$ cat src/rtl/dte_pkg.sv
package dte_pkg;

    localparam int YEAR_W  = 14;
    localparam int MONTH_W = 4;
    localparam int DAY_W   = 5;
    localparam int DAYS_W  = 22;
    localparam int WDAY_W  = 3;
    localparam int YDAY_W  = 9;
    localparam int WSUM_W  = 15;

    localparam int EPOCH_YEAR_DEF = 1970;
    localparam int MAX_YEAR_DEF   = 9999;

    localparam int DAYS_PER_YEAR = 365;
    // floor(y / 100) == (y * RECIP_100) >> RECIP_SHIFT for every 14-bit y
    localparam int RECIP_100   = 5243;
    localparam int RECIP_SHIFT = 19;

    localparam logic [MONTH_W-1:0] MONTH_JAN = 4'd1;
    localparam logic [MONTH_W-1:0] MONTH_FEB = 4'd2;
    localparam logic [MONTH_W-1:0] MONTH_DEC = 4'd12;

    typedef enum logic [1:0] {
        ST_OK           = 2'd0,
        ST_BAD_DATE     = 2'd1,
        ST_BEFORE_EPOCH = 2'd2
    } status_t;

    function automatic logic [DAY_W-1:0] month_len(input logic [MONTH_W-1:0] m);
        logic [DAY_W-1:0] len;
        case (m)
            4'd1, 4'd3, 4'd5, 4'd7, 4'd8, 4'd10, 4'd12: len = 5'd31;
            4'd4, 4'd6, 4'd9, 4'd11:                    len = 5'd30;
            4'd2:                                       len = 5'd28;
            default:                                    len = 5'd0;
        endcase
        return len;
    endfunction

    function automatic logic [YDAY_W-1:0] month_start(input logic [MONTH_W-1:0] m);
        logic [YDAY_W-1:0] start;
        case (m)
            4'd1:    start = 9'd0;
            4'd2:    start = 9'd31;
            4'd3:    start = 9'd59;
            4'd4:    start = 9'd90;
            4'd5:    start = 9'd120;
            4'd6:    start = 9'd151;
            4'd7:    start = 9'd181;
            4'd8:    start = 9'd212;
            4'd9:    start = 9'd243;
            4'd10:   start = 9'd273;
            4'd11:   start = 9'd304;
            4'd12:   start = 9'd334;
            default: start = 9'd0;
        endcase
        return start;
    endfunction

endpackage

$ cat src/rtl/dte_mod7.sv
module dte_mod7 (
    input  logic [dte_pkg::WSUM_W-1:0] value,
    output logic [dte_pkg::WDAY_W-1:0] residue
);

    // 8 is 1 mod 7: fold octal digits
    logic [5:0] fold1;
    logic [3:0] fold2;

    always_comb
    begin
        fold1 = 6'(value[14:12]) + 6'(value[11:9]) + 6'(value[8:6])
              + 6'(value[5:3]) + 6'(value[2:0]);
        fold2 = 4'(fold1[5:3]) + 4'(fold1[2:0]);
        if (fold2 >= 4'd7)
        begin
            fold2 = fold2 - 4'd7;
        end
        residue = fold2[2:0];
    end

endmodule

$ cat src/rtl/date_to_epoch_day.sv
// Converts a Gregorian date (year, month, day) into days since January 1 of
// EPOCH_YEAR, weekday (0 Sunday .. 6 Saturday), zero-based day of year and a
// leap flag, with status 1 for an invalid date or a year above MAX_YEAR and
// status 2 for a valid date before the epoch (other fields then zero). One
// date is taken every cycle while in_stall is low; each result leaves
// after four register stages. Stall on the output side backs up through
// the stage enables, and empty stages fill while the output is held, so
// in_stall rises only once all four are full.
module date_to_epoch_day #(
    parameter int EPOCH_YEAR = dte_pkg::EPOCH_YEAR_DEF,
    parameter int MAX_YEAR   = dte_pkg::MAX_YEAR_DEF
) (
    input  logic                        clk,
    input  logic                        rst_n,
    input  logic                        in_valid,
    output logic                        in_stall,
    input  logic [dte_pkg::YEAR_W-1:0]  year,
    input  logic [dte_pkg::MONTH_W-1:0] month,
    input  logic [dte_pkg::DAY_W-1:0]   day,
    output logic                        out_valid,
    input  logic                        out_stall,
    output logic [1:0]                  status,
    output logic [dte_pkg::DAYS_W-1:0]  epoch_days,
    output logic [dte_pkg::WDAY_W-1:0]  weekday,
    output logic [dte_pkg::YDAY_W-1:0]  year_day,
    output logic                        is_leap
);

    localparam int YW  = dte_pkg::YEAR_W;
    localparam int MW  = dte_pkg::MONTH_W;
    localparam int DW  = dte_pkg::DAY_W;
    localparam int YDW = dte_pkg::YDAY_W;
    localparam int SW  = dte_pkg::WSUM_W;
    localparam int QW  = 8;
    localparam int LW  = 12;
    localparam int PW  = YW + 13;
    localparam int AW  = 24;

    localparam int EpochPrev = EPOCH_YEAR - 1;
    localparam int EpochJan1 = EpochPrev * dte_pkg::DAYS_PER_YEAR + EpochPrev / 4
                             - EpochPrev / 100 + EpochPrev / 400;
    localparam logic [16:0] MaxYear   = 17'(MAX_YEAR);
    localparam logic [YW-1:0] EpochYr = YW'(EPOCH_YEAR);

    // stage enables, last stage first
    logic en1, en2, en3, en4;
    logic v1_reg, v2_reg, v3_reg, v4_reg;

    assign en4      = !v4_reg || !out_stall;
    assign en3      = !v3_reg || en4;
    assign en2      = !v2_reg || en3;
    assign en1      = !v1_reg || en2;
    assign in_stall = !en1;

    always_ff @(posedge clk or negedge rst_n)
    begin
        if (!rst_n)
        begin
            v1_reg <= 1'b0;
            v2_reg <= 1'b0;
            v3_reg <= 1'b0;
            v4_reg <= 1'b0;
        end
        else
        begin
            if (en1)
            begin
                v1_reg <= in_valid;
            end
            if (en2)
            begin
                v2_reg <= v1_reg;
            end
            if (en3)
            begin
                v3_reg <= v2_reg;
            end
            if (en4)
            begin
                v4_reg <= v3_reg;
            end
        end
    end

    // stage 1: year / 100, month table, range checks
    logic [PW-1:0]  q100_prod;
    logic [QW-1:0]  q100_next;
    logic           bad1_next;
    logic [YW-1:0]  year1_reg;
    logic [MW-1:0]  month1_reg;
    logic [DW-1:0]  day1_reg;
    logic [QW-1:0]  q100_reg;
    logic [DW-1:0]  mlen1_reg;
    logic [YDW-1:0] mstart1_reg;
    logic           bad1_reg;

    always_comb
    begin
        q100_prod = PW'(year) * PW'(dte_pkg::RECIP_100);
        q100_next = q100_prod[dte_pkg::RECIP_SHIFT +: QW];
        bad1_next = (day == '0) || (month < dte_pkg::MONTH_JAN)
                 || (month > dte_pkg::MONTH_DEC) || (17'(year) > MaxYear);
    end

    always_ff @(posedge clk)
    begin
        if (en1)
        begin
            year1_reg   <= year;
            month1_reg  <= month;
            day1_reg    <= day;
            q100_reg    <= q100_next;
            mlen1_reg   <= dte_pkg::month_len(month);
            mstart1_reg <= dte_pkg::month_start(month);
            bad1_reg    <= bad1_next;
        end
    end

    // stage 2: leap rule, day check, day of year, leap count up to year - 1
    logic [YW-1:0]  r100;
    logic           r100_zero;
    logic           leap_next;
    logic [DW-1:0]  mlen;
    logic [1:0]     status2_next;
    logic [YDW-1:0] yday2_next;
    logic [YW-1:0]  ym1_next;
    logic [QW-1:0]  q100m;
    logic [LW-1:0]  lcount_next;

    logic [1:0]     status2_reg;
    logic           leap2_reg;
    logic [YDW-1:0] yday2_reg;
    logic [YW-1:0]  ym1_reg;
    logic [LW-1:0]  lcount_reg;

    always_comb
    begin
        r100      = year1_reg - YW'(q100_reg * YW'(100));
        r100_zero = (r100 == '0);
        leap_next = ((year1_reg[1:0] == 2'b00) && !r100_zero)
                 || (r100_zero && (q100_reg[1:0] == 2'b00));
        mlen      = mlen1_reg;
        if ((month1_reg == dte_pkg::MONTH_FEB) && leap_next)
        begin
            mlen = 5'd29;
        end
        if (bad1_reg || (day1_reg > mlen))
        begin
            status2_next = dte_pkg::ST_BAD_DATE;
        end
        else if (year1_reg < EpochYr)
        begin
            status2_next = dte_pkg::ST_BEFORE_EPOCH;
        end
        else
        begin
            status2_next = dte_pkg::ST_OK;
        end
        yday2_next = mstart1_reg + YDW'(day1_reg) - YDW'(1)
                   + YDW'(leap_next && (month1_reg > dte_pkg::MONTH_FEB));
        ym1_next    = year1_reg - YW'(1);
        q100m       = q100_reg - QW'(r100_zero);
        lcount_next = LW'(ym1_next >> 2) - LW'(q100m) + LW'(q100m >> 2);
    end

    always_ff @(posedge clk)
    begin
        if (en2)
        begin
            status2_reg <= status2_next;
            leap2_reg   <= leap_next;
            yday2_reg   <= yday2_next;
            ym1_reg     <= ym1_next;
            lcount_reg  <= lcount_next;
        end
    end

    // stage 3: day count and weekday sum
    logic [22:0]    prod365;
    logic [AW-1:0]  days3_next;
    logic [SW-1:0]  wsum_next;

    logic [1:0]                 status3_reg;
    logic                       leap3_reg;
    logic [YDW-1:0]             yday3_reg;
    logic [dte_pkg::DAYS_W-1:0] days3_reg;
    logic [SW-1:0]              wsum_reg;

    always_comb
    begin
        prod365    = 23'(ym1_reg) * 23'(dte_pkg::DAYS_PER_YEAR);
        days3_next = AW'(prod365) + AW'(lcount_reg) + AW'(yday2_reg) - AW'(EpochJan1);
        // 365 is 1 mod 7 and 0001-01-01 is a Monday
        wsum_next  = SW'(ym1_reg) + SW'(lcount_reg) + SW'(yday2_reg) + SW'(1);
    end

    always_ff @(posedge clk)
    begin
        if (en3)
        begin
            status3_reg <= status2_reg;
            leap3_reg   <= leap2_reg;
            yday3_reg   <= yday2_reg;
            days3_reg   <= days3_next[dte_pkg::DAYS_W-1:0];
            wsum_reg    <= wsum_next;
        end
    end

    // stage 4: weekday residue, zero the fields of a failed date
    logic [dte_pkg::WDAY_W-1:0] wday;
    logic                       ok3;
    logic [1:0]                 status_reg;
    logic [dte_pkg::DAYS_W-1:0] days_reg;
    logic [dte_pkg::WDAY_W-1:0] wday_reg;
    logic [YDW-1:0]             yday_reg;
    logic                       leap_reg;

    dte_mod7 u_mod7 (
        .value   (wsum_reg),
        .residue (wday)
    );

    assign ok3 = (status3_reg == dte_pkg::ST_OK);

    always_ff @(posedge clk)
    begin
        if (en4)
        begin
            status_reg <= status3_reg;
            days_reg   <= ok3 ? days3_reg : '0;
            wday_reg   <= ok3 ? wday : '0;
            yday_reg   <= ok3 ? yday3_reg : '0;
            leap_reg   <= ok3 && leap3_reg;
        end
    end

    assign out_valid  = v4_reg;
    assign status     = status_reg;
    assign epoch_days = days_reg;
    assign weekday    = wday_reg;
    assign year_day   = yday_reg;
    assign is_leap    = leap_reg;

endmodule

$ cat config.mk
export PLATFORM = sky130hd
export DESIGN_NAME = date_to_epoch_day
export DESIGN_NICKNAME = d
export VERILOG_FILES = /design/src/rtl/dte_pkg.sv /design/src/rtl/dte_mod7.sv /design/src/rtl/date_to_epoch_day.sv
export SDC_FILE = /design/constraint.sdc
export NUM_CORES = 1
export LEC_CHECK = 0
export ABC_AREA = 1
export BUFFER_PORTS_ARGS = -buffer_cell sky130_fd_sc_hd__buf_4
export CORE_MARGIN = 10
export CORE_UTILIZATION = 45
export CTS_BUF_LIST = sky130_fd_sc_hd__clkbuf_4 sky130_fd_sc_hd__clkbuf_8 sky130_fd_sc_hd__clkbuf_16
export CTS_CLUSTER_DIAMETER = 80
export DETAILED_ROUTE_END_ITERATION = 10
export PLACE_DENSITY = 0.63
export SYNTH_ARGS = -nofsm -noshare
export SYNTH_HDL_FRONTEND = slang
export SYNTH_HIERARCHICAL = 1
export SYNTH_SLANG_ARGS = --single-unit
$ cat constraint.sdc
create_clock -name clk -period 11.2 [get_ports clk]
set_input_delay 1.12 -clock clk [delete_from_list [all_inputs] [get_ports clk]]
set_output_delay 1.12 -clock clk [all_outputs]
set_load 0.01 [all_outputs]
==> results.toml, run 1 <==
[timing]
slew_viol_final = 0
period_share = 0.622
finalWorstSetupSlack_ps = 4230
clock_skew_ps = 18.4
hold_violations = 0
fmax_mhz = 143
relSlewSlack = 0.389
rsz0062_at_grt = "no"
worst_pin_slew_ps = 913
setup_violations = 0
period_minus_slack_ps = 6970
finalSetupTns_ps = 0
holdWs_ps = 422

[setup_path]
slowest_delay_ps = 470
rr_startpoint = "q100_reg[2]"
cp.arrival_ps = 7160
ff2ff_setup_slack_ps = 4230
crit_top_cell = "nand2_1"
critPathMaxFanout = 5
r2r-end = "lcount_reg[11]"
end_kind = "register"
worstSetupPathType = "register to register"
r2r.worst_path.cells = 32
required_ps = 11400
cp_slowest_cell = "fa_1"
start_kind = "register"

[min_path]
hold_class = "register to register"
min_from = "status2_reg[0]"
min_delay_worst_endpoint = "status3_reg[0]"
hold-path-cell-count = 0

[synth]
syn_area_per_cell_sq_um = 9.85
syn-num-nets = 2198
synth.distinct_cells = 45
synth_seq_area_share = 0.303
synthFlopType = "edfxtp_1"
yosys_warnings = 6
synth_edf_count = 168
synth_cells = 1726
async_flop_share = 0.0233
syn_area_sq_mm = 0.0170
synth-seq-cells = 172

[floorplan]
fp.dieH_um = 214
core_area_sq_mm = 0.0375
start_util = 0.454
die_area_sq_mm = 0.0460
ios = 66
die_w_um = 214
row_count = 71

[drt]
first_pass_iters = 5
vias = 11200
drc = 0
drt-total-wl_um = 33800
drtIter0Drc = 389
viasPerCell = 4.80
final_antenna_net_count = 0
wl_per_cell_um = 14.5

[grt]
grt_pass1_wl_um = 57300
grt_pass1_vias = 11700
grt_start_max_net_pins = 52
grt_use_total = 0.153
grt.overflow.total = 0
antenna_found_initial = 0

[cts]
cts_buffers = 17
clock-root-buffer = "clkbuf_16"
clk-insertion-delay-late_ps = 450
postCtsResizedCells = 0
path_clk_slew_ps = 80
clock_path_buffers = 2
cts_setup_buffers = 0
cts_tree = "done"
holdBufCountCts = 0
h-tree-depth = 4
cts.sinks = 172

[placement]
io_buffers = 65
gp_congestion = 0.925
dpl.hpwl_um = 29000
place_inst = 2300
place_ws_ps = 4320

[final_layout]
antenna_cells = 0
fill_cells = 3528
layout-drive-gt1-share = 0.0692
layout.cells.non_filler = 2332
syn2layout_area_growth_pct = 10.2
nets = 2280

[status]
status = "finished, final reports clean"

[run]
cap_violations = 0
[critical path: cells and delay by family, from the launching register on]
family                   cells  cell delay (ps)
flip-flops                   1              460
adder cells (fa/ha/maj)      8             2850
XOR/XNOR                     3              550
buffers and inverters        2              240
AND/OR/NAND/NOR             12             1430
AO/OA/AOI/OAI                7             1190
[metal layers]
metal	up-vias	wire (um)	track usage	share of wire
met5	-	0	0	0
met4	0	559	0.0451	0.017
met3	31	780	0.0172	0.023
met2	118	17200	0.276	0.51
met1	5367	15300	0.187	0.45
li1	5681	-	-	-
[final cells by class]
| type | instances | area (sq um) | area share |
|---|---|---|---|
| multi-input cells | 1117 | 10200 | 0.546 |
| flip-flops and latches | 172 | 5140 | 0.275 |
| inverters | 432 | 1620 | 0.0866 |
| well taps | 511 | 639 | 0.0341 |
| repair buffers | 68 | 510 | 0.0273 |
| clock buffers | 18 | 433 | 0.0231 |
| clock inverters | 14 | 163 | 0.00868 |
[cell usage in the layout, fill, tap and decap left out, types with 9 or more instances in the layout]
master | netlist | routed
nor2_1 | 100 | 100
xor2_1 | 62 | 62
nor3_1 | 13 | 13
nand3_1 | 54 | 54
nand4_1 | 9 | 9
edfxtp_1 | 168 | 168
nand2_1 | 213 | 212
xnor2_1 | 23 | 23
buf_4 | 0 | 68
clkbuf_16 | 0 | 17
inv_1 | 430 | 429
fa_1 | 155 | 155
o21ai_0 | 48 | 48
ha_1 | 290 | 290
a21oi_1 | 82 | 82
[synth_stat cells (2+ instances only)]
cell type	number	area share
o211ai_1	2	0.00088
o21a_1	3	0.0013
a21o_1	6	0.0026
nand2_1	213	0.047
o21ai_2	4	0.0021
or3_1	2	0.00074
o22ai_1	2	0.00074
a211oi_1	2	0.00088
nand3_2	3	0.0018
xnor2_1	23	0.012
xor2_1	62	0.032
nor4_1	4	0.0015
xor2_2	2	0.0019
a21boi_0	2	0.00088
inv_1	430	0.095
a21oi_2	2	0.0010
fa_1	155	0.18
nor2_1	100	0.022
dfrtp_1	4	0.0059
nand3_1	54	0.016
inv_2	2	0.00044
o21ai_0	48	0.014
ha_1	290	0.21
nand2_2	4	0.0015
nor3_1	13	0.0038
clkbuf_1	5	0.0011
a31oi_1	6	0.0022
nand4_1	9	0.0033
o31ai_1	3	0.0013
edfxtp_1	168	0.30
or2_2	3	0.0011
o21bai_1	6	0.0026
a21oi_1	82	0.024
[cell families after synthesis]
group | synth area share
compound gates | 0.0583
buf+inv | 0.0965
xor+xnor | 0.0457
flops | 0.303
fa+ha+maj | 0.396
simple gates | 0.101
[stage by stage]
stage               utilization  instance area (sq um)
floorplan                     -                  17000
global placement          0.484                  18100
detailed placement        0.484                  18100
CTS                       0.500                  18700
global route              0.500                  18700
finish                    0.500                  18700
[worst max-delay path by stage]
stage	from	end	slack, ps	cells after the start
floorplan	q100_reg[2]	lcount_reg[10]	5050	31
global placement	q100_reg[3]	lcount_reg[11]	4450	33
detailed placement	q100_reg[3]	lcount_reg[11]	4320	32
CTS	q100_reg[3]	lcount_reg[11]	4270	32
global route	q100_reg[3]	lcount_reg[11]	3580	32
finish	q100_reg[2]	lcount_reg[11]	4230	32
Power of run 1 is not shown: default switching activity piles up to over one toggle a cycle in this logic, so the estimate is an artifact.
==> run 2, diff against run 1 <==
- PLACE_DENSITY: 0.63 -> 0.65
- clock period: 11.2 -> 5.69 ns (I/O delays scaled with it)
==> results.toml, run 2 (same netlist as run 1, synthesis figures left out) <==
[drt]
vias = 11600
viasPerCell = 4.83
first_pass_iters = 4
wl_per_cell_um = 15.0
final_antenna_net_count = 0
drc = 0
drt-total-wl_um = 36000
drtIter0Drc = 460

[timing]
period_share = 1.04
hold_violations = 0
finalWorstSetupSlack_ps = -246
fmax_mhz = 168
finalSetupTns_ps = -1010
holdWs_ps = 304
relSlewSlack = 0.389
rsz0062_at_grt = "yes"
clock_skew_ps = 17.3
setup_violations = 7
period_minus_slack_ps = 5940
slew_viol_final = 0
worst_pin_slew_ps = 913

[run]
cap_violations = 0

[floorplan]
die_area_sq_mm = 0.0460
die_w_um = 214
start_util = 0.454
row_count = 71
core_area_sq_mm = 0.0375
fp.dieH_um = 214
ios = 66

[grt]
antenna_found_initial = 0
grt.overflow.total = 0
grt_pass1_vias = 12000
grt_use_total = 0.158
grt_pass1_wl_um = 58500
grt_start_max_net_pins = 51

[status]
status = "complete, but fails checks"
violations = "negative setup slack"

[setup_path]
cp.arrival_ps = 6130
critPathMaxFanout = 4
cp_slowest_cell = "fa_1"
end_kind = "register"
crit_top_cell = "ha_1"
required_ps = 5890
crit_family = "adder cells"
crit_buf_inv = 6
worstSetupPathType = "register to register"
start_kind = "register"
slowest_delay_ps = 500

[placement]
gp_congestion = 0.939
dpl.hpwl_um = 30100
io_buffers = 65

[final_layout]
fill_cells = 3351
layout-drive-gt1-share = 0.154
multi_input_area_sq_mm = 0.0109
antenna_cells = 0
layout_commonest_cell = "inv_1"
nets = 2346
syn2layout_area_growth_pct = 17.0
layout_common_cells = "417 x inv_1, 267 x ha_1, 201 x nand2_1"
register_area_sq_mm = 0.00514
final_util = 0.531

[cts]
clock_path_buffers = 2
h-tree-depth = 4
cts_buffers = 17
clk-insertion-delay-late_ps = 450
cts_tree = "done"
clock-root-buffer = "clkbuf_16"
path_clk_slew_ps = 70
cts.sinks = 172

[min_path]
hold_class = "input pin to register"
[run 2: cell types whose count changed in the layout (fill, tap and decap cells not counted), moves of 16 or more]
| cell | delta |
|---|---|
| buf_4 | +58 |
| ha_1 | -23 |
| ha_4 | +19 |
| a21oi_1 | -16 |
[run 2: layout make-up]
type                    instances  share of cell area
flip-flops and latches        172               0.259
multi-input cells            1117               0.546
inverters                     432              0.0815
clock buffers                  17              0.0214
clock inverters                15             0.00855
well taps                     511              0.0321
repair buffers                134              0.0520
[run 2: layer usage]
metal  share of wire  vias up  track usage
li1                -     5807            -
met1            0.41     5564        0.172
met2            0.54      157        0.299
met3           0.020       60       0.0220
met4           0.034        0       0.0641
met5               0        -            0
[run 2: what timing repair did]
| item | CTS | global route |
|---|---|---|
| setup endpoints to repair | 11 | 13 |
| gates resized for setup | 25 | 66 |
| pin swaps | 7 | 49 |
| buffers inserted | 8 | 10 |
| hold endpoints to repair | 4 | 0 |
| hold buffers | 1 | 0 |
[run 2: worst reg2reg max path, delay by kind of cell, from the launching register on]
family / cells / cell delay, ps
fa+ha+maj: 8 / 2690
compound gates: 7 / 870
simple gates: 6 / 760
buf+inv: 6 / 610
flops: 1 / 480
xor+xnor: 2 / 310
[run 2: metrics by stage]
stage / cell area, sq um / cells / worst slack, ps
after detailed placement: 18700 / 2348 / -403
final: 19900 / 2398 / -246
after global placement: 18700 / 2348 / -250
after floorplan: 17200 / 1726 / -12.9
after global routing: 19900 / 2398 / -534
after CTS: 19500 / 2389 / -284
[run 2: worst paths after layout]
path | from | to | slack [ps] | cells after the start
setup / recovery | q100_reg[1] | lcount_reg[10] | -250 | 29
hold / removal | day[3] | day1_reg[3] | 300 | 1
setup reg to reg | q100_reg[1] | lcount_reg[10] | -250 | 29
hold reg to reg | status2_reg[0] | status3_reg[0] | 410 | 0
max in group asynchronous | rst_n | out_valid | 5140 | 2
min in group asynchronous | rst_n | v3_reg | 450 | 2
Power of run 2 is left out for the same reason.
